## src/rtl/kbc_pkg.sv

```systemverilog
// shared constants, types and helpers for the keypress and bigram counter
package kbc_pkg;

    // key matrix geometry
    localparam int ROWS = 8;
    localparam int COLS = 16;
    localparam int KEYS = 128;

    // store sizes and address widths
    localparam int KEY_DEPTH  = ROWS * COLS;
    localparam int KEY_AW     = (KEY_DEPTH > 1) ? $clog2(KEY_DEPTH) : 1;
    localparam int PAIR_DEPTH = KEYS * KEYS;
    localparam int PAIR_AW    = (PAIR_DEPTH > 1) ? $clog2(PAIR_DEPTH) : 1;
    localparam int PREV_W     = (KEYS > 1) ? $clog2(KEYS) : 1;

    // saturation limits
    localparam logic [31:0] MAX32 = 32'hFFFF_FFFF;
    localparam logic [15:0] MAX16 = 16'hFFFF;

    // operation codes
    localparam logic [2:0] OP_PRESS       = 3'd0;
    localparam logic [2:0] OP_READ_KEY    = 3'd1;
    localparam logic [2:0] OP_READ_PAIR   = 3'd2;
    localparam logic [2:0] OP_CLEAR_KEYS  = 3'd3;
    localparam logic [2:0] OP_CLEAR_PAIRS = 3'd4;

    // controller to datapath commands
    typedef struct packed {
        logic accept;
        logic exec;
        logic sweep;
    } kbc_cmd_t;

    // datapath to controller status
    typedef struct packed {
        logic out_free;
        logic op_pair_clear;
        logic sweep_last;
    } kbc_status_t;

    // saturating 32-bit increment
    function automatic logic [31:0] sat_inc32(input logic [31:0] v);
        return (v == MAX32) ? v : v + 32'd1;
    endfunction

endpackage

```

## src/rtl/kbc_ctrl.sv

```systemverilog
// controller state machine for the keypress and bigram counter
module kbc_ctrl (
    input  logic                aclk,
    input  logic                aresetn,
    input  logic                s_valid,
    output logic                s_ready,
    input  kbc_pkg::kbc_status_t status,
    output kbc_pkg::kbc_cmd_t    cmd
);
    import kbc_pkg::*;

    typedef enum logic [1:0] {
        ST_IDLE,
        ST_EXEC,
        ST_SWEEP
    } state_t;

    state_t state_reg;

    // handshake and commands
    assign s_ready    = (state_reg == ST_IDLE) && status.out_free;
    assign cmd.accept = s_ready && s_valid;
    assign cmd.exec   = (state_reg == ST_EXEC);
    assign cmd.sweep  = (state_reg == ST_SWEEP);

    // state register, clearing pass of the pair store first after reset
    always_ff @(posedge aclk) begin
        if (!aresetn) begin
            state_reg <= ST_SWEEP;
        end else begin
            unique case (state_reg)
                ST_IDLE: begin
                    if (s_valid && status.out_free) state_reg <= ST_EXEC;
                end
                ST_EXEC: begin
                    state_reg <= status.op_pair_clear ? ST_SWEEP : ST_IDLE;
                end
                ST_SWEEP: begin
                    if (status.sweep_last) state_reg <= ST_IDLE;
                end
                default: begin
                    state_reg <= ST_IDLE;
                end
            endcase
        end
    end

endmodule

```

## config.mk

```make
export PLATFORM = sky130hd
export DESIGN_NAME = kbc_ctrl
export DESIGN_NICKNAME = d
export VERILOG_FILES = /design/src/rtl/kbc_pkg.sv /design/src/rtl/kbc_ctrl.sv
export SDC_FILE = /design/constraint.sdc
export NUM_CORES = 1
export LEC_CHECK = 0
export ABC_AREA = 1
export BUFFER_PORTS_ARGS = -buffer_cell sky130_fd_sc_hd__buf_2
export CAP_MARGIN = 15
export CORE_AREA = 2 2 39 41
export CTS_BUF_LIST = sky130_fd_sc_hd__clkbuf_4
export CTS_CLUSTER_DIAMETER = 50
export DETAILED_ROUTE_END_ITERATION = 8
export DIE_AREA = 0 0 41 43
export PLACE_DENSITY_LB_ADDON = 0.1
export SETUP_SLACK_MARGIN = 0.15
export SKIP_CTS_REPAIR_TIMING = 1
export SLEW_MARGIN = 20
export SYNTH_ARGS = -nofsm -noshare
export SYNTH_HDL_FRONTEND = slang
export SYNTH_SLANG_ARGS = --single-unit
```

## constraint.sdc

```tcl
create_clock -name aclk -period 1.7 [get_ports aclk]
set_input_delay 0.17 -clock aclk [delete_from_list [all_inputs] [get_ports aclk]]
set_output_delay 0.17 -clock aclk [all_outputs]
set_load 0.02 [all_outputs]
```

==> qor.yml <==
wl_um: 267
grt_pass1_wl_um: 414
ir_worst_vdd_mv: 0.193
dp_hpwl_um: 221
layout_min_cycle_time_ps: 1090
drtPass1Iterations: 3
register_area_sq_um: 40.0
cp_max_fo: 3
drv_slew: 0
setup_viol: 0
fin_area_sq_um: 196
antenna_cells: 0
routabilityCongestion: 0.554
yosysSeqAreaShare: 0.368
cts_sinks: 2
fin_nets: 37
first_global_vias: 111
avgSynthCellArea_sq_um: 6.40
dieHeight_um: 43
portBuffers: 9
clkSlewWorstSetupHoldPaths_ps: 30
drive_above_1_share: 0.552
syn_area_sq_um: 109
p_leak_uw: 0.000110
initial_utilization: 0.0787
clock_latency_ps: 220
multi_input_area_sq_um: 50.0
cp-start-kind: "register"
power.density_nw_per_um2: 929
clk_path_buf_depth: 2
timing.hold.ws_ps: 151
detail_route.wl_per_cell_um: 5.93
fin_total_pwr_uw: 183
max-cap-violations: 0
dpl_cell_area_sq_um: 174
hold_violations: 0
grt_max_degree: 4
core_sq_um: 1380
final_common_cell: "buf_2"
cp-end-kind: "output port"
comb_power_share: 0.157
boundaryPins: 10
swShare: 0.239
synth-seq-cells: 2
grt_remaining_overflow: 0
nFillCells: 161
root_buffer: "clkbuf_4"
post-route-period-util: 0.644
route.detailed.drc: 0
antenna_found_initial: 0
p_sw_uw: 43.6
clkPwrFrac: 0.560
viasPerCell: 3.02
worstHoldPathType: "primary input to register"
synthToLayoutAreaGrowth_pct: 80.5
drt_iter0_markers: 4
die_width_um: 41
synth-warning-count: 0
cts_buffers: 3
vias: 136
status: "finished clean"
htreeDepth: 1
ant_nets: 0
critical_path_class: "register to output port"
relSlewSlack: 0.924
rsz0062_at_grt: "no"
max_freq_mhz: 914
layout_common_cells: "9 x buf_2, 4 x nor2_1, 3 x inv_1, 3 x nand3_1, 3 x clkbuf_4"
crit_arrival_ps: 920
ys_types: 8
grt_usage: 0.0410
postSynthCellCount: 17
worst-slew-pin-transition_ps: 113
syn-num-nets: 23
power_frac_seq: 0.284
required_ps: 1530
dieArea_sq_um: 1760
tns_ps: 0
rows: 14
largest_register_ffs: 2
cts_tree: "done"
skew_ps: 3.41
p_int_uw: 139
==> final timing paths <==
| check | from | to | slack [ps] | depth (start not counted) |
|---|---|---|---|---|
| min | aresetn | state_reg[1] | 150 | 2 |
| max reg2reg | state_reg[1] | state_reg[0] | 1050 | 3 |
| max | state_reg[1] | cmd[2] | 610 | 4 |
| min reg2reg | state_reg[1] | state_reg[1] | 510 | 2 |
==> per-stage QoR <==
stage          utilization  std cells  worst slack (ps)
2_1_floorplan            -         17               812
3_3_place_gp         0.126         42               836
3_5_place_dp         0.126         42               844
4_1_cts              0.142         45               595
5_1_grt              0.142         45               482
6_report             0.142         45               605
==> cell type report <==
type                       instances  area share
clock buffer                       3       0.115
inverter                           5      0.0955
sequential                         2       0.204
multi-input combinational         10       0.255
tap                               16       0.102
timing repair buffer               9       0.229
==> cell families (layout without fill, tap and decap cells) <==
family / after synthesis / count (layout) / synth area share
buffers and inverters: 5 / 17 / 0.172
and+or+nand+nor: 10 / 10 / 0.460
DFF: 2 / 2 / 0.368
==> worst max-delay path, stage by stage (launching register included) <==
cell and delay [ps]:
dfxtp_1 320, inv_2 70, nand2_2 70, nor2_1 80, buf_2 160
==> power groups by stage <==
stage	Sequential (uW)	Combinational (uW)	Clock [uW]
floorplan	52.1	17.2	0
global placement	52.4	28.8	0
detailed placement	52.3	29.0	0
CTS	51.8	29.1	109
global route	52.3	32.8	110
finish	51.8	28.6	102
==> routing by layer <==
metal  track usage  part of all wire
met2        0.0313              0.30
met5             0                 0
met1        0.0510              0.52
met4        0.0600                 0
met3        0.0314              0.18
==> Yosys cell counts, drive strengths merged <==
master	instances	area (sq um)
dfxtp	2	40.0
nand3	3	15.0
inv	5	18.8
nor2	4	15.0
nor3	1	10.0
nand2	2	10.0
(Power assumes the default switching activity.)
